<file path="src/design/crcfa_pkg.sv">
package crcfa_pkg;

  localparam logic [15:0] CRC_POLY = 16'h1021;

  localparam logic [7:0] CH_LF    = 8'd10;
  localparam logic [7:0] CH_CR    = 8'd13;
  localparam logic [7:0] CH_PAREN = 8'd40;

  localparam logic [1:0] ST_BUSY    = 2'd0;
  localparam logic [1:0] ST_OK      = 2'd1;
  localparam logic [1:0] ST_BAD_CRC = 2'd2;
  localparam logic [1:0] ST_SHORT   = 2'd3;

  localparam logic [1:0] CNT_SAT = 2'd3;

  typedef struct packed {
    logic [7:0] out_byte;
    logic       byte_valid;
    logic [1:0] status;
    logic       last_of_frame;
  } res_t;

  // one accepted byte's worth of results, res[0] goes out first
  typedef struct packed {
    logic [1:0]     cnt;
    res_t [2:0]     res;
  } cmd_t;

  function automatic logic [15:0] crc_byte(input logic [15:0] c, input logic [7:0] b);
    logic [15:0] r;
    r = c ^ {b, 8'h00};
    for (int i = 0; i < 8; i++) begin
      r = r[15] ? ({r[14:0], 1'b0} ^ CRC_POLY) : {r[14:0], 1'b0};
    end
    return r;
  endfunction

  function automatic logic [7:0] esc(input logic [7:0] b);
    if (b == CH_LF || b == CH_CR || b == CH_PAREN) begin
      return b + 8'd1;
    end
    return b;
  endfunction

  function automatic res_t mk_res(input logic [7:0] b, input logic v,
                                  input logic [1:0] st, input logic last);
    res_t r;
    r.out_byte      = b;
    r.byte_valid    = v;
    r.status        = st;
    r.last_of_frame = last;
    return r;
  endfunction

endpackage

</file>
<file path="src/design/crcfa_front.sv">
module crcfa_front (
  input  logic              clk,
  input  logic              rst,
  input  logic              push,
  input  logic              mode,
  input  logic [7:0]        data_byte,
  input  logic              frame_last,
  input  logic              q_full,
  output logic              q_push,
  output crcfa_pkg::cmd_t   cmd
);
  import crcfa_pkg::*;

  logic [15:0] crc_reg, crc_next;
  logic [7:0]  delay_first, delay_first_next;
  logic [7:0]  delay_second, delay_second_next;
  logic [1:0]  byte_count, byte_count_next;
  logic        terminated, terminated_next;
  logic        frame_mode, frame_mode_next;

  logic        accept;
  logic        fresh;
  logic        mode_eff;
  logic        is_cr;
  logic        have_old;
  logic [1:0]  bc_inc;
  logic [15:0] upd;
  logic [15:0] crc_t;
  logic [7:0]  ds_t;
  logic [7:0]  df_t;
  logic [1:0]  bc_t;
  logic        crc_match;
  res_t        chk_res;

  assign accept   = push && !q_full;
  assign fresh    = (byte_count == 2'd0) && !terminated;
  assign mode_eff = fresh ? mode : frame_mode;
  assign is_cr    = (data_byte == CH_CR);
  assign have_old = byte_count[1];
  assign bc_inc   = (byte_count == CNT_SAT) ? CNT_SAT : byte_count + 2'd1;
  assign upd      = crc_byte(crc_reg, mode_eff ? delay_second : data_byte);

  // check mode: state as it stands after this byte is shifted in
  assign crc_t = (!is_cr && have_old) ? upd : crc_reg;
  assign ds_t  = is_cr ? delay_second : delay_first;
  assign df_t  = is_cr ? delay_first : data_byte;
  assign bc_t  = is_cr ? byte_count : bc_inc;
  assign crc_match = (esc(crc_t[15:8]) == ds_t) && (esc(crc_t[7:0]) == df_t);

  always_comb begin
    if (bc_t != CNT_SAT) begin
      chk_res = mk_res(8'd0, 1'b0, ST_SHORT, 1'b1);
    end else if (!crc_match) begin
      chk_res = mk_res(8'd0, 1'b0, ST_BAD_CRC, 1'b1);
    end else if (is_cr) begin
      chk_res = mk_res(CH_CR, 1'b1, ST_OK, 1'b1);
    end else begin
      chk_res = mk_res(8'd0, 1'b0, ST_OK, 1'b1);
    end
  end

  always_comb begin
    crc_next          = crc_reg;
    delay_first_next  = delay_first;
    delay_second_next = delay_second;
    byte_count_next   = byte_count;
    terminated_next   = terminated;
    frame_mode_next   = frame_mode;
    cmd               = '0;
    if (accept) begin
      if (terminated) begin
        if (frame_last) begin
          terminated_next = 1'b0;
        end
      end else begin
        frame_mode_next = mode_eff;
        if (!mode_eff) begin
          if (is_cr) begin
            if (byte_count == 2'd0) begin
              cmd.cnt    = 2'd1;
              cmd.res[0] = mk_res(8'd0, 1'b0, ST_SHORT, 1'b1);
            end else begin
              cmd.cnt    = 2'd3;
              cmd.res[0] = mk_res(esc(crc_reg[15:8]), 1'b1, ST_BUSY, 1'b0);
              cmd.res[1] = mk_res(esc(crc_reg[7:0]), 1'b1, ST_BUSY, 1'b0);
              cmd.res[2] = mk_res(CH_CR, 1'b1, ST_OK, 1'b1);
            end
            crc_next          = '0;
            delay_first_next  = '0;
            delay_second_next = '0;
            byte_count_next   = '0;
            terminated_next   = !frame_last;
          end else begin
            cmd.res[0] = mk_res(data_byte, 1'b1, ST_BUSY, 1'b0);
            if (frame_last) begin
              cmd.cnt    = 2'd3;
              cmd.res[1] = mk_res(esc(upd[15:8]), 1'b1, ST_BUSY, 1'b0);
              cmd.res[2] = mk_res(esc(upd[7:0]), 1'b1, ST_OK, 1'b1);
              crc_next          = '0;
              delay_first_next  = '0;
              delay_second_next = '0;
              byte_count_next   = '0;
            end else begin
              cmd.cnt         = 2'd1;
              crc_next        = upd;
              byte_count_next = bc_inc;
            end
          end
        end else begin
          if (!is_cr && !frame_last) begin
            crc_next          = crc_t;
            delay_first_next  = df_t;
            delay_second_next = ds_t;
            byte_count_next   = bc_t;
            if (have_old) begin
              cmd.cnt    = 2'd1;
              cmd.res[0] = mk_res(delay_second, 1'b1, ST_BUSY, 1'b0);
            end
          end else begin
            if (!is_cr && have_old) begin
              cmd.cnt    = 2'd2;
              cmd.res[0] = mk_res(delay_second, 1'b1, ST_BUSY, 1'b0);
              cmd.res[1] = chk_res;
            end else begin
              cmd.cnt    = 2'd1;
              cmd.res[0] = chk_res;
            end
            crc_next          = '0;
            delay_first_next  = '0;
            delay_second_next = '0;
            byte_count_next   = '0;
            terminated_next   = is_cr && !frame_last;
          end
        end
      end
    end
  end

  assign q_push = accept && (cmd.cnt != 2'd0);

  always_ff @(posedge clk) begin
    if (rst) begin
      crc_reg      <= '0;
      delay_first  <= '0;
      delay_second <= '0;
      byte_count   <= '0;
      terminated   <= 1'b0;
      frame_mode   <= 1'b0;
    end else begin
      crc_reg      <= crc_next;
      delay_first  <= delay_first_next;
      delay_second <= delay_second_next;
      byte_count   <= byte_count_next;
      terminated   <= terminated_next;
      frame_mode   <= frame_mode_next;
    end
  end

endmodule

</file>
<file path="src/design/crcfa_queue.sv">
module crcfa_queue #(
  parameter int DEPTH = 2
) (
  input  logic              clk,
  input  logic              rst,
  input  logic              wr,
  input  crcfa_pkg::cmd_t   wdata,
  input  logic              rd,
  output crcfa_pkg::cmd_t   rdata,
  output logic              full,
  output logic              empty
);
  import crcfa_pkg::*;

  localparam int AW = (DEPTH > 1) ? $clog2(DEPTH) : 1;
  localparam int CW = $clog2(DEPTH + 1);
  localparam logic [AW-1:0] LAST_PTR = AW'(DEPTH - 1);
  localparam logic [CW-1:0] FULL_CNT = CW'(DEPTH);

  cmd_t          mem [DEPTH];
  logic [AW-1:0] wptr;
  logic [AW-1:0] rptr;
  logic [CW-1:0] count;
  logic          do_wr;
  logic          do_rd;

  assign full  = (count == FULL_CNT);
  assign empty = (count == '0);
  assign do_wr = wr && !full;
  assign do_rd = rd && !empty;
  assign rdata = mem[rptr];

  always_ff @(posedge clk) begin
    if (do_wr) begin
      mem[wptr] <= wdata;
    end
  end

  always_ff @(posedge clk) begin
    if (rst) begin
      wptr  <= '0;
      rptr  <= '0;
      count <= '0;
    end else begin
      if (do_wr) begin
        wptr <= (wptr == LAST_PTR) ? '0 : wptr + AW'(1);
      end
      if (do_rd) begin
        rptr <= (rptr == LAST_PTR) ? '0 : rptr + AW'(1);
      end
      if (do_wr && !do_rd) begin
        count <= count + CW'(1);
      end else if (do_rd && !do_wr) begin
        count <= count - CW'(1);
      end
    end
  end

endmodule

</file>
<file path="src/design/crcfa_back.sv">
module crcfa_back (
  input  logic              clk,
  input  logic              rst,
  input  logic              q_empty,
  input  crcfa_pkg::cmd_t   q_data,
  output logic              q_pop,
  input  logic              pop,
  output logic              empty,
  output crcfa_pkg::res_t   res
);
  import crcfa_pkg::*;

  cmd_t       cur;
  logic       cur_valid;
  logic [1:0] idx;
  logic       last_idx;
  logic       take;
  logic       finish;

  assign last_idx = (idx == cur.cnt - 2'd1);
  assign take     = cur_valid && pop;
  assign finish   = take && last_idx;
  assign q_pop    = !q_empty && (!cur_valid || finish);
  assign empty    = !cur_valid;
  assign res      = cur.res[idx];

  always_ff @(posedge clk) begin
    if (q_pop) begin
      cur <= q_data;
    end
  end

  always_ff @(posedge clk) begin
    if (rst) begin
      cur_valid <= 1'b0;
      idx       <= '0;
    end else if (q_pop) begin
      cur_valid <= 1'b1;
      idx       <= '0;
    end else if (finish) begin
      cur_valid <= 1'b0;
      idx       <= '0;
    end else if (take) begin
      idx <= idx + 2'd1;
    end
  end

endmodule

</file>
<file path="src/design/crc16_frame_append_check.sv">
// CRC-16 (poly 0x1021, init 0, MSB first) frame appender and checker. One byte
// is taken per clock while full is low; in append mode the CRC of that byte is
// folded in within the same cycle. Each byte turns into a small command (zero to
// three results); commands with at least one result are queued for the output
// side, which hands out one result per cycle while pop is high. A byte that
// yields one result therefore sustains one byte per clock while pop keeps up; a
// frame terminator yields up to three results; full is high while QUEUE_DEPTH
// commands are pending. Results pass the command queue and output register.
// Status: 0 in progress, 1 ok, 2 CRC mismatch, 3 too short or empty.
module crc16_frame_append_check #(
  parameter int QUEUE_DEPTH = 2
) (
  input  logic       clk,
  input  logic       rst,
  input  logic       push,
  output logic       full,
  input  logic       mode,
  input  logic [7:0] data_byte,
  input  logic       frame_last,
  output logic       empty,
  input  logic       pop,
  output logic [7:0] out_byte,
  output logic       byte_valid,
  output logic [1:0] status,
  output logic       last_of_frame
);
  import crcfa_pkg::*;

  logic q_push;
  logic q_pop;
  logic q_full;
  logic q_empty;
  cmd_t f_cmd;
  cmd_t q_data;
  res_t res;

  crcfa_front u_front (
    .clk        (clk),
    .rst        (rst),
    .push       (push),
    .mode       (mode),
    .data_byte  (data_byte),
    .frame_last (frame_last),
    .q_full     (q_full),
    .q_push     (q_push),
    .cmd        (f_cmd)
  );

  crcfa_queue #(
    .DEPTH (QUEUE_DEPTH)
  ) u_queue (
    .clk   (clk),
    .rst   (rst),
    .wr    (q_push),
    .wdata (f_cmd),
    .rd    (q_pop),
    .rdata (q_data),
    .full  (q_full),
    .empty (q_empty)
  );

  crcfa_back u_back (
    .clk     (clk),
    .rst     (rst),
    .q_empty (q_empty),
    .q_data  (q_data),
    .q_pop   (q_pop),
    .pop     (pop),
    .empty   (empty),
    .res     (res)
  );

  assign full          = q_full;
  assign out_byte      = res.out_byte;
  assign byte_valid    = res.byte_valid;
  assign status        = res.status;
  assign last_of_frame = res.last_of_frame;

  a_cmd_nonempty: assert property (@(posedge clk) disable iff (rst)
    q_push |-> f_cmd.cnt != 2'd0)
    else $error("empty command queued");

  a_last_has_status: assert property (@(posedge clk) disable iff (rst)
    (!empty && last_of_frame) |-> status != ST_BUSY)
    else $error("frame end without status");

  a_status_only_zero: assert property (@(posedge clk) disable iff (rst)
    (!empty && !byte_valid) |-> (out_byte == 8'd0 && last_of_frame))
    else $error("status-only result malformed");

  a_queue_pop_ok: assert property (@(posedge clk) disable iff (rst)
    q_pop |-> !q_empty)
    else $error("pop from empty command queue");

endmodule

</file>
<file path="config.mk">
export PLATFORM = sky130hd
export DESIGN_NAME = crc16_frame_append_check
export DESIGN_NICKNAME = d
export VERILOG_FILES = /design/src/design/crcfa_pkg.sv /design/src/design/crcfa_front.sv /design/src/design/crcfa_queue.sv /design/src/design/crcfa_back.sv /design/src/design/crc16_frame_append_check.sv
export SDC_FILE = /design/constraint.sdc
export NUM_CORES = 1
export LEC_CHECK = 0
export BUFFER_PORTS_ARGS = -buffer_cell sky130_fd_sc_hd__buf_2
export CAP_MARGIN = 40
export CORE_ASPECT_RATIO = 1.2
export CORE_MARGIN = 3
export CORE_UTILIZATION = 57
export DETAILED_ROUTE_END_ITERATION = 10
export PLACE_DENSITY = 0.8
export SLEW_MARGIN = 20
export SYNTH_ARGS = -nofsm -noshare
export SYNTH_HDL_FRONTEND = slang
export SYNTH_SLANG_ARGS = --single-unit
</file>
<file path="constraint.sdc">
create_clock -name clk -period 4.9 [get_ports clk]
set_input_delay 0.49 -clock clk [delete_from_list [all_inputs] [get_ports clk]]
set_output_delay 0.49 -clock clk [all_outputs]
set_load 0.01 [all_outputs]
</file>
## After elaboration in Yosys (flattened, before gate mapping)

Memory sizes are Yosys's and may differ from the RTL's. A register that Yosys moved wholly into a read port is not among the register bits.
Cells that the tools add are included.

| storage, ports and cells | value |
|---|---|
| register bits after elaboration | 43 |
| latch bits | 0 |
| memory bits (writable) | 76 |
| memory bits (read-only) | 0 |
| bits of input ports | 14 |
| output and inout bits | 14 |
| logic and storage cells | 209 |
| memories kept | 1 |

| cells by class | value |
|---|---|
| add/sub/neg operators | 13 |
| $mul | 0 |
| divide/modulo/power cells | 0 |
| order comparisons | 1 |
| equality and inequality tests | 25 |
| shift operators | 0 |
| multiplexer cells | 104 |
| bitwise operators | 10 |
| reductions and logical operators | 44 |

Memories:

| name | depth | bits a word | read ports | clocked after Yosys merged registers in | write ports | RTL line | source |
|---|---|---|---|---|---|---|---|
| u_queue.mem | 2 | 38 | 1 | 1 | 1 | crcfa_queue.sv:20 | `cmd_t mem [DEPTH];` |

Operators with widths:

| kind | number |
|---|---|
| $mux W8 | 22 |
| $mux W12 | 10 |
| $mux W38 | 3 |
| $eq A8 B4 Y1 const B | 13 |
| $mux W13 | 8 |
| $mux W16 | 5 |
| $add A8 B1 Y8 const B | 6 |
| $eq A8 B6 Y1 const B | 6 |
| $mux W24 | 2 |
| $mux W1 | 39 |
| $mux W2 | 13 |
| $bmux W12 S2 | 1 |
| $not A3 Y3 | 8 |
| $mux W20 | 1 |
| $eq A8 B8 Y1 | 2 |
| $xor A16 B16 Y16 | 1 |
| $logic_and A1 B1 Y1 | 14 |
| $logic_or A1 B1 Y1 | 13 |
| $logic_not A1 Y1 | 8 |
| $add A2 B1 Y2 const B | 3 |
| $reduce_bool A2 Y1 | 3 |
| $eq A2 B2 Y1 const B | 2 |
| $logic_not A2 Y1 | 2 |
| $sub A2 B1 Y2 const B | 2 |
| other kinds (9) | 10 |

## Longest topological paths before layout

Gate-level depths: netlist of run 1.

| logic depth | value |
|---|---|
| depth after elaboration | 43 |
| depth in mapped cells | 15 |
| mapped depth without buffers | 12 |

## Cells and area by module

From an unflattened synthesis of run 1, not the netlist that was laid out.

| second synthesis, totals | value |
|---|---|
| cell total of the unflattened synthesis | 894 |
| area total of the unflattened synthesis | 9296.4 µm² |

By module, submodules not included:

| module | times used | cells an instance | area each (µm²) | sequential area each (µm²) |
|---|---|---|---|---|
| crcfa_front | 1 | 651 | 4759.6 | 720.7 |
| crcfa_queue | 1 | 143 | 2955.3 | 2382.3 |
| crcfa_back | 1 | 100 | 1581.5 | 1201.2 |

## Least setup slack after synthesis of run 1

No wires, ideal clock.

| path | value |
|---|---|
| kind | input to register |
| start | input mode |
| end | memory u_queue.mem[0][0] (netlist name) (enable) |
| setup time | 0.427 ns |
| arrival time | 4.122 ns |
| required time | 4.473 ns |
| slack | 0.351 ns |
| stages on the path | 10 |
| buffers on the path | 3 |
| cell sequence | buf_2 buf_2 or4b_2 nand2_1 nand2_1 or3_1 o21ai_0 nor2_1 clkbuf_1 nor2_1 |

RTL lines:

| element | RTL line | source |
|---|---|---|
| start: declaration | crc16_frame_append_check.sv:17 | `input logic mode,` |
| end: declaration | crcfa_queue.sv:20 |  |

==> results of run 1 <==
-- per-stage QoR --
step	util, %	total power, mW	instances	hold WS, ns
2_1_floorplan	-	2.87	867	0.459
3_3_place_gp	61.6	3.28	1054	0.486
3_5_place_dp	61.9	3.32	1058	0.498
4_1_cts	65.7	4.59	1090	0.287
5_1_grt	65.7	4.79	1090	0.308
6_report	65.7	4.60	1090	0.301
-- placed cells by master, fill, tap and decap left out, drive strengths merged, types with 7 or more instances in the layout --
| cell type | Yosys | layout |
|---|---|---|
| nor3b | 16 | 16 |
| nor2b | 7 | 7 |
| or3b | 14 | 14 |
| nand3 | 12 | 12 |
| a31oi | 15 | 15 |
| ha | 9 | 9 |
| buf | 17 | 63 |
| inv | 19 | 20 |
| a21oi | 41 | 41 |
| dfxtp | 43 | 43 |
| and3b | 13 | 13 |
| clkbuf | 55 | 23 |
| a22oi | 29 | 29 |
| nor3 | 21 | 21 |
| mux2 | 38 | 38 |
| o31ai | 7 | 7 |
| mux2i | 21 | 21 |
| edfxtp | 105 | 105 |
| xor2 | 12 | 12 |
| a21o | 7 | 7 |
| nand3b | 18 | 18 |
| nand2 | 58 | 58 |
| nor2 | 103 | 103 |
| xnor2 | 27 | 27 |
| o21ai | 41 | 41 |
| nand4 | 9 | 9 |
| a41oi | 7 | 7 |
-- metal layers --
| layer | vias to the layer above | global-route usage (%) |
|---|---|---|
| met2 | 433 | 46.9 |
| met4 | 0 | 16.0 |
| li1 | 3245 | - |
| met3 | 131 | 5.22 |
| met1 | 3397 | 36.5 |
| met5 | - | 0 |
-- worst max path at each step --
stage / from / to / cells after the start
after detailed placement: mode / u_queue.mem[0][3]$_DFFE_PP_ / 12
after global placement: mode / u_queue.mem[0][2]$_DFFE_PP_ / 12
after global routing: u_front.byte_count[0]$_SDFFE_PP0P_ / u_queue.mem[1][3]$_DFFE_PP_ / 11
after floorplan: mode / u_queue.mem[0][0]$_DFFE_PP_ / 10
after CTS: u_front.crc_reg[13]$_SDFFE_PP0P_ / u_queue.mem[0][3]$_DFFE_PP_ / 12
final: u_front.crc_reg[13]$_SDFFE_PP0P_ / u_queue.mem[0][3]$_DFFE_PP_ / 12
-- area by class of cell --
type / count / area (sq um) / area share, %
sequential: 148 / 4010 / 41.7
multi-input combinational: 626 / 4310 / 44.7
clock buffer: 23 / 458 / 4.75
timing repair buffer: 63 / 418 / 4.34
inverter: 21 / 78.8 / 0.818
tap: 200 / 250 / 2.60
clock inverter: 9 / 108 / 1.12
-- power groups by stage --
stage                     clock network [mW]  logic, mW  registers [mW]
after floorplan                            0       1.05            1.83
after global placement                     0       1.40            1.87
after detailed placement                   0       1.43            1.89
after CTS                               1.27       1.45            1.87
after global routing                    1.31       1.58            1.90
final                                   1.26       1.47            1.87
-- logic make-up after synthesis --
group                      after synthesis  synth area share [%]
adders and majority gates                9                  1.30
muxes                                   59                  7.36
DFF                                    148                  46.3
and+or+nand+nor                        314                  19.8
buffers and inverters                   93                  4.30
AOI/OAI and AO/OA                      201                  15.7
xor gates and xnor gates                43                  5.15
-- critical path, delay by kind of cell (launching register included) --
kind            cells  cell delay, ns
simple gates        6            1.65
xor+xnor            2            0.63
flops               1            0.83
compound gates      3            0.80
buf+inv             1            0.21
==> metrics.yaml, run 1 <==
status: "complete, no violations"
place_ws_ns: 0.526
leakage_nw: 3.30
crit_fanout: 17
tightest_slew_ns: 0.852
grt_pass1_wl_mm: 37.4
fp-row-count: 48
vias: 7206
combinationalPowerShare_pct: 31.9
num_io_pins: 28
grt_max_degree: 40
rr_endpoint: "u_queue.mem[0][3]$_DFFE_PP_"
hp-class: "primary input to flop"
die_w_um: 119
clockPowerShare_pct: 27.3
ir_worst_vdd_uv: 240
postCtsSetupBuffers: 0
synth_common_cells: "edfxtp_1, nor2_1, nand2_1"
nets: 900
fillCellCount: 1173
async_reset_ff_share_pct: 0
critPathCaptureType: "flop"
grt_pass1_vias: 6743
drcViolationCount: 0
r2r.worst_path.cells: 12
worstPathCellList: "or3b_2 -> a41oi_1 -> nor2_1 -> buf_4 -> xnor2_1 -> xnor2_1 -> o311ai_0 -> nor4_1 -> nand4_2 -> nor3_4 -> nand2_2 -> a311oi_2"
slowest_delay_ns: 0.83
fin_skew_ns: 0.0141
synth_warnings: 0
gp_congestion: 1.06
switching_power_mw: 1.52
holdPathEnd: "u_front.terminated$_SDFFE_PP0P_"
p_seq_share_pct: 40.8
slew_viol_final: 0
cp-start-kind: "flop"
dr.first_iter.drc_count: 850
ys_types: 79
antenna_found_initial: 0
wl_per_cell_um: 22.0
synth_flop_cell: "edfxtp_1"
r2r-start: "u_front.crc_reg[13]$_SDFFE_PP0P_"
grt_util_all_layers_pct: 28.8
detail-route-antenna-nets: 0
p_int_mw: 3.07
swShare_pct: 33.1
cts_resized: 0
final_area_sq_mm: 0.00963
root_buffer: "clkbuf_16"
synth_enable_flop_cells: 105
grt-ovfl-total: 0
routedLengthMet1_mm: 9.26
fmax_ghz: 0.229
ys_ff_latch: 148
rsz0062_at_grt: "no"
areaGrowthSynthToFinish_pct: 11.1
die_area_sq_mm: 0.0167
place_area_sq_mm: 0.00907
die_y_um: 141
worstHoldPathCells: 2
wl_met2_mm: 11.3
hold_viol_final: 0
power_density_mw_per_mm2: 477
critPathArrivalTime_ns: 4.59
top_layer: "met4"
path_clk_slew_ns: 0.06
io_buffer_count: 27
final_layout_size_suffix_gt1_share_pct: 17.8
start_util_pct: 59.2
fin_crit_sh_pct: 88.9
postSynthCellCount: 867
crit_type: "flop to flop"
cts_tree: "yes"
cts_buffers: 17
dpl.hpwl_mm: 16.6
synthTopCellsByArea: "edfxtp_1, dfxtp_1, mux2_2"
synth_area_sq_mm: 0.00867
setup_slack_ns: 0.543
slew_headroom_pct: 43.0
largest_register_ffs: 70
synth_top_area_share_pct: 36.4
crit_top_cell: "xnor2_1"
cts.sinks: 148
setup_viol: 0
wirelength_mm: 24.0
fin_setup_tns_ns: 0
fin_crit_ns: 4.36
yosysSeqAreaShare_pct: 46.3
min_from: "push"
maxCapViolations: 0
vias_per_cell: 6.61
wl_met3_mm: 1.97
syn-num-nets: 890
synth_most_common_cell: "edfxtp_1"
cts_buffer_depth: 2
drt_pass1_iterations: 6
r2r_slack_ns: 0.54
hold_buffers: 0
yosys.area.top_type: "edfxtp_1"
cp_slowest_cell: "dfxtp_1"
avgSynthCellArea_sq_um: 10.0
antenna_cells: 0
cp_data_required_time_ns: 5.13
core-area_sq_mm: 0.0147
clk_latency_ns: 0.43
cts_max_level: 4
(Power assumes the default switching activity.)
==> run 2: changes to the inputs <==
--- a/config.mk
+++ b/config.mk
@@ -9,9 +9,9 @@
 export CAP_MARGIN = 40
 export CORE_ASPECT_RATIO = 1.2
 export CORE_MARGIN = 3
-export CORE_UTILIZATION = 57
+export CORE_UTILIZATION = 35
 export DETAILED_ROUTE_END_ITERATION = 10
-export PLACE_DENSITY = 0.8
+export PLACE_DENSITY = 0.55
 export SLEW_MARGIN = 20
 export SYNTH_ARGS = -nofsm -noshare
 export SYNTH_HDL_FRONTEND = slang
==> metrics.yaml, run 2 (synthesis results as in run 1) <==
wl_met2_mm: 12.2
cts_max_level: 4
layout_common_cells: "edfxtp_1, nor2_1, nand2_1"
num_io_pins: 28
die_w_um: 150
die_area_sq_mm: 0.0267
root_buffer: "clkbuf_16"
dpl.hpwl_mm: 18.1
cts_buffers: 17
fin_setup_tns_ns: 0
cts_resized: 0
combinationalPowerShare_pct: 32.1
status: "complete, no violations"
setup_viol: 0
swShare_pct: 34.7
p_int_mw: 3.03
grt_util_all_layers_pct: 19.7
slew_viol_final: 0
grt_max_degree: 39
switching_power_mw: 1.61
grt_pass1_vias: 6607
fin_total_pwr_mw: 4.64
io_buffer_count: 27
grt_pass1_wl_mm: 40.1
top_layer: "met4"
gp_congestion: 0.943
grt-ovfl-total: 0
place_ws_ns: 0.481
cts.sinks: 148
fin_skew_ns: 0.0115
ir_worst_vdd_uv: 277
postCtsSetupBuffers: 0
routedLengthMet1_mm: 11.3
slew_headroom_pct: 47.7
rsz0062_at_grt: "no"
clk_latency_ns: 0.42
wl_met3_mm: 1.39
crit_fanout: 21
layout_commonest_cell: "edfxtp_1"
clockPowerShare_pct: 27.5
final_layout_size_suffix_gt1_share_pct: 18.4
cp_data_required_time_ns: 5.11
die_y_um: 178
cts_buffer_depth: 2
p_seq_share_pct: 40.4
critPathArrivalTime_ns: 4.74
drcViolationCount: 0
antenna_cells: 0
final_core_util_pct: 40.7
tightest_slew_ns: 0.779
fmax_ghz: 0.221
nets: 901
crit_type: "flop to flop"
fin_crit_sh_pct: 92.4
cts_tree: "yes"
wirelength_mm: 25.7
critPathCaptureType: "flop"
areaGrowthSynthToFinish_pct: 13.2
vias_per_cell: 5.74
wl_per_cell_um: 21.2
largest_register_ffs: 70
fp-row-count: 62
hold_viol_final: 0
maxCapViolations: 0
vias: 6950
power_density_mw_per_mm2: 473
antenna_found_initial: 0
start_util_pct: 35.9
fin_crit_ns: 4.53
drt_pass1_iterations: 8
r2r_slack_ns: 0.37
setup_slack_ns: 0.374
leakage_nw: 3.33
hp-class: "primary input to flop"
hold_buffers: 0
dr.first_iter.drc_count: 618
cp-start-kind: "flop"
core-area_sq_mm: 0.0241
path_clk_slew_ns: 0.07
detail-route-antenna-nets: 0
==> run 2: cell count changes in the layout (fill, tap and decap cells not counted), sizes merged <==
cell / change
clkbuf: -6
clkinv: +4
clkinvlp: -2
inv: +5
bufinv: -1
buf: +1
==> run 2: per-stage QoR <==
step / hold WS (ns) / cell area, sq um / std cells
after floorplan: 0.459 / 8670 / 867
after global placement: 0.489 / 9210 / 1176
after detailed placement: 0.507 / 9240 / 1179
after CTS: 0.303 / 9810 / 1211
after global routing: 0.313 / 9810 / 1211
final: 0.319 / 9810 / 1211
==> run 2: worst paths after layout <==
path | from | end | depth (start not counted)
min reg2reg | u_back.cur_valid$_SDFFE_PP0P_ | u_back.cur_valid$_SDFFE_PP0P_ | 2
min | push | u_front.terminated$_SDFFE_PP0P_ | 2
max reg2reg | u_front.frame_mode$_SDFFE_PP0P_ | u_queue.mem[0][6]$_DFFE_PP_ | 13
max | u_front.frame_mode$_SDFFE_PP0P_ | u_queue.mem[0][6]$_DFFE_PP_ | 13
==> run 2: power by group through the flow <==
stage / Sequential [mW] / Clock, mW / Combinational, mW
global route: 1.90 / 1.35 / 1.63
global placement: 1.89 / 0 / 1.48
detailed placement: 1.90 / 0 / 1.48
CTS: 1.88 / 1.30 / 1.50
finish: 1.88 / 1.28 / 1.49
floorplan: 1.83 / 0 / 1.05
==> run 2: critical path: stages, from the launching register on <==
cell and delay (ns):
dfxtp_1 0.78, buf_4 0.33, or3b_2 0.15, a41oi_2 0.13
nor4_4 0.74, buf_4 0.24, xor2_1 0.30, and3_1 0.20
o31a_1 0.22, a21oi_1 0.09, a311o_1 0.37, nor3_4 0.27
nand4_1 0.14, a211oi_1 0.34
==> run 2: layout make-up <==
class                      count  area [sq um]
clock buffer                  17           425
clock inverter                15           146
fill                        2380         14300
inverter                      21          78.8
multi-input combinational    626          4310
sequential                   148          4010
tap                          320           400
timing repair buffer          64           435
==> run 2: layer usage <==
layer  up-vias  GRT usage (%)
met4         0           7.09
li1       3252              -
met3        60           2.95
met2       247           32.5
met5         -              0
met1      3391           26.3
==> run 3: changes to the inputs <==
--- a/config.mk
+++ b/config.mk
@@ -5,6 +5,7 @@
 export SDC_FILE = /design/constraint.sdc
 export NUM_CORES = 1
 export LEC_CHECK = 0
+export ABC_AREA = 1
 export BUFFER_PORTS_ARGS = -buffer_cell sky130_fd_sc_hd__buf_2
 export CAP_MARGIN = 40
 export CORE_ASPECT_RATIO = 1.2
==> metrics.yaml, run 3 <==
cp_data_required_time_ns: 5.14
cp-start-kind: "flop"
fp-row-count: 60
grt_use_met2_pct: 35.8
slew_headroom_pct: 48.6
status: "complete, no violations"
crit_fanout: 15
vias_per_cell: 5.43
wirelength_mm: 25.4
die_y_um: 172
cts_tree: "yes"
final_layout_size_suffix_gt1_share_pct: 12.2
placed_cells: 1278
synth_enable_flop_cells: 105
tightest_slew_ns: 0.768
die_w_um: 145
synth_area_sq_mm: 0.00808
rsz0062_at_grt: "no"
num_io_pins: 28
slew_viol_final: 0
critPathCaptureType: "flop"
core-area_sq_mm: 0.0225
busiest_layer: "met2"
detail-route-antenna-nets: 0
r2r-start: "u_front.byte_count[0]$_SDFFE_PP0P_"
hp-class: "primary input to flop"
layout_commonest_cell: "nand2_1"
antenna_found_initial: 0
r2r_slack_ns: 1.28
maxCapViolations: 0
areaGrowthSynthToFinish_pct: 13.0
synthTopCellsByArea: "edfxtp_1, nand2_1, dfxtp_1"
dr.first_iter.drc_count: 800
instances_no_fill: 1310
fin_total_pwr_mw: 5.22
cts_max_level: 4
async_reset_ff_share_pct: 0
start_util_pct: 35.9
largest_register_ffs: 70
crit_type: "flop to flop"
avgSynthCellArea_sq_um: 8.15
die_area_sq_mm: 0.0249
yosys.area.top_type: "edfxtp_1"
grt_pass1_wl_mm: 39.4
setup_slack_ns: 1.28
gp_congestion: 1.05
fin_skew_ns: 0.0137
path_clk_slew_ns: 0.06
ys_ff_latch: 148
power_density_mw_per_mm2: 572
cts_resized: 0
r2r.worst_path.cells: 23
synth_common_cells: "nand2_1, edfxtp_1, inv_1"
synth_most_common_cell: "nand2_1"
synth_top_area_share_pct: 39.0
clk_latency_ns: 0.43
use_met1_pct: 26.2
drt_pass1_iterations: 6
yosysSeqAreaShare_pct: 49.7
place_ws_ns: 1.27
grt_pass1_vias: 6722
cts.sinks: 148
startpoint: "u_front.byte_count[0]$_SDFFE_PP0P_"
grt-ovfl-total: 0
drcViolationCount: 0
hold_buffers: 0
setup_viol: 0
io_buffer_count: 27
rr_endpoint: "u_queue.mem[0][7]$_DFFE_PP_"
cts_buffers: 17
critPathArrivalTime_ns: 3.87
grt_util_all_layers_pct: 21.0
endpoint: "u_queue.mem[0][7]$_DFFE_PP_"
fin_setup_tns_ns: 0
layout_common_cells: "nand2_1, edfxtp_1, inv_1"
fmax_ghz: 0.276
syn-num-nets: 1014
ir_worst_vdd_uv: 271
fin_crit_sh_pct: 74.0
vias: 7107
leakage_nw: 3.73
dpl.hpwl_mm: 18.8
ys_types: 43
antenna_cells: 0
grt_max_degree: 42
postCtsSetupBuffers: 0
wl_per_cell_um: 19.4
synth_warnings: 0
fin_crit_ns: 3.62
cts_buffer_depth: 2
synth_flop_cell: "edfxtp_1"
postSynthCellCount: 991
grt_util_met3_pct: 4.07
nets: 1041
root_buffer: "clkbuf_16"
fillCellCount: 2296
hold_viol_final: 0
run 3: cell count changes after synthesis, moves of 17 or more:
cell and delta:
xnor2_1 -21, o21ai_0 +34, mux2i_1 -21, nand3_1 +70, nor2_1 -38, a22oi_1 -29, nand2_1 +241, mux2_2 -38
clkbuf_1 -30, nand2_2 +17, inv_1 +72
run 3: cell families (layout without fill, tap and decap cells):
logic type / count (synthesis) / after routing / share of synthesized area, %
AND/OR/NAND/NOR: 509 / 509 / 28.2
XOR/XNOR: 17 / 17 / 1.84
adder cells (fa/ha/maj): 9 / 9 / 1.39
buffers and inverters: 129 / 169 / 6.23
flip-flops: 148 / 148 / 49.7
AO/OA/AOI/OAI: 179 / 179 / 12.7
run 3: worst min-delay path by stage:
| stage | start | endpoint | slack (ns) | cells past startpoint |
|---|---|---|---|---|
| after CTS | pop | u_back.idx[0]$_SDFFE_PP0P_ | 0.44 | 4 |
| final | push | u_front.terminated$_SDFFE_PP0P_ | 0.45 | 3 |
| after detailed placement | u_front.delay_second[3]$_SDFFE_PP0P_ | u_front.delay_second[3]$_SDFFE_PP0P_ | 0.48 | 2 |
| after floorplan | u_front.delay_first[0]$_SDFFE_PP0P_ | u_front.delay_first[0]$_SDFFE_PP0P_ | 0.46 | 2 |
| after global routing | push | u_front.terminated$_SDFFE_PP0P_ | 0.48 | 3 |
| after global placement | u_front.delay_second[3]$_SDFFE_PP0P_ | u_front.delay_second[3]$_SDFFE_PP0P_ | 0.48 | 2 |
run 3: through the flow:
stage | utilization [%] | area [sq um] | hold WS [ns]
after floorplan | - | 8080 | 0.455
after global placement | 38.0 | 8550 | 0.477
after detailed placement | 38.0 | 8550 | 0.485
after CTS | 40.5 | 9130 | 0.442
after global routing | 40.5 | 9130 | 0.482
final | 40.5 | 9130 | 0.447
run 3: power by group:
part	switching (mW)	total (mW)	internal (mW)
clock network	0.566	1.28	0.713
registers	0.152	1.99	1.83
logic	1.41	1.95	0.541
run 3: per-layer routing:
metal / share of wire [%] / routed length [um]
met5: 0 / 0
met4: 3.9 / 980
met3: 5.7 / 1450
met2: 49 / 12400
met1: 41 / 10500
run 3: final cells by class:
cell class | count | area, sq um | share of cell area [%]
Tap cell | 279 | 349 | 3.83
Clock buffer | 18 | 429 | 4.70
Timing Repair Buffer | 42 | 260 | 2.85
Multi-Input combinational cell | 714 | 3570 | 39.2
Sequential cell | 148 | 4010 | 44.0
Clock inverter | 14 | 141 | 1.55
Inverter | 95 | 357 | 3.91
run 3: critical path: stages (launching register included):
cell	delay (ns)
dfxtp_1	0.37
nor2_8	0.21
nand3_4	0.19
nand2_4	0.25
nand2_1	0.11
nand3_1	0.08
nand2_1	0.18
nand2_1	0.11
nand2_1	0.11
inv_1	0.16
nand2_1	0.06
o21ai_0	0.23
inv_1	0.12
nand2_1	0.09
inv_1	0.04
nor2_1	0.23
nand3_1	0.15
nand3_2	0.09
nand3_2	0.08
nor2_2	0.13
nand3_2	0.10
nand2_2	0.10
nand2_1	0.06
a21oi_1	0.19
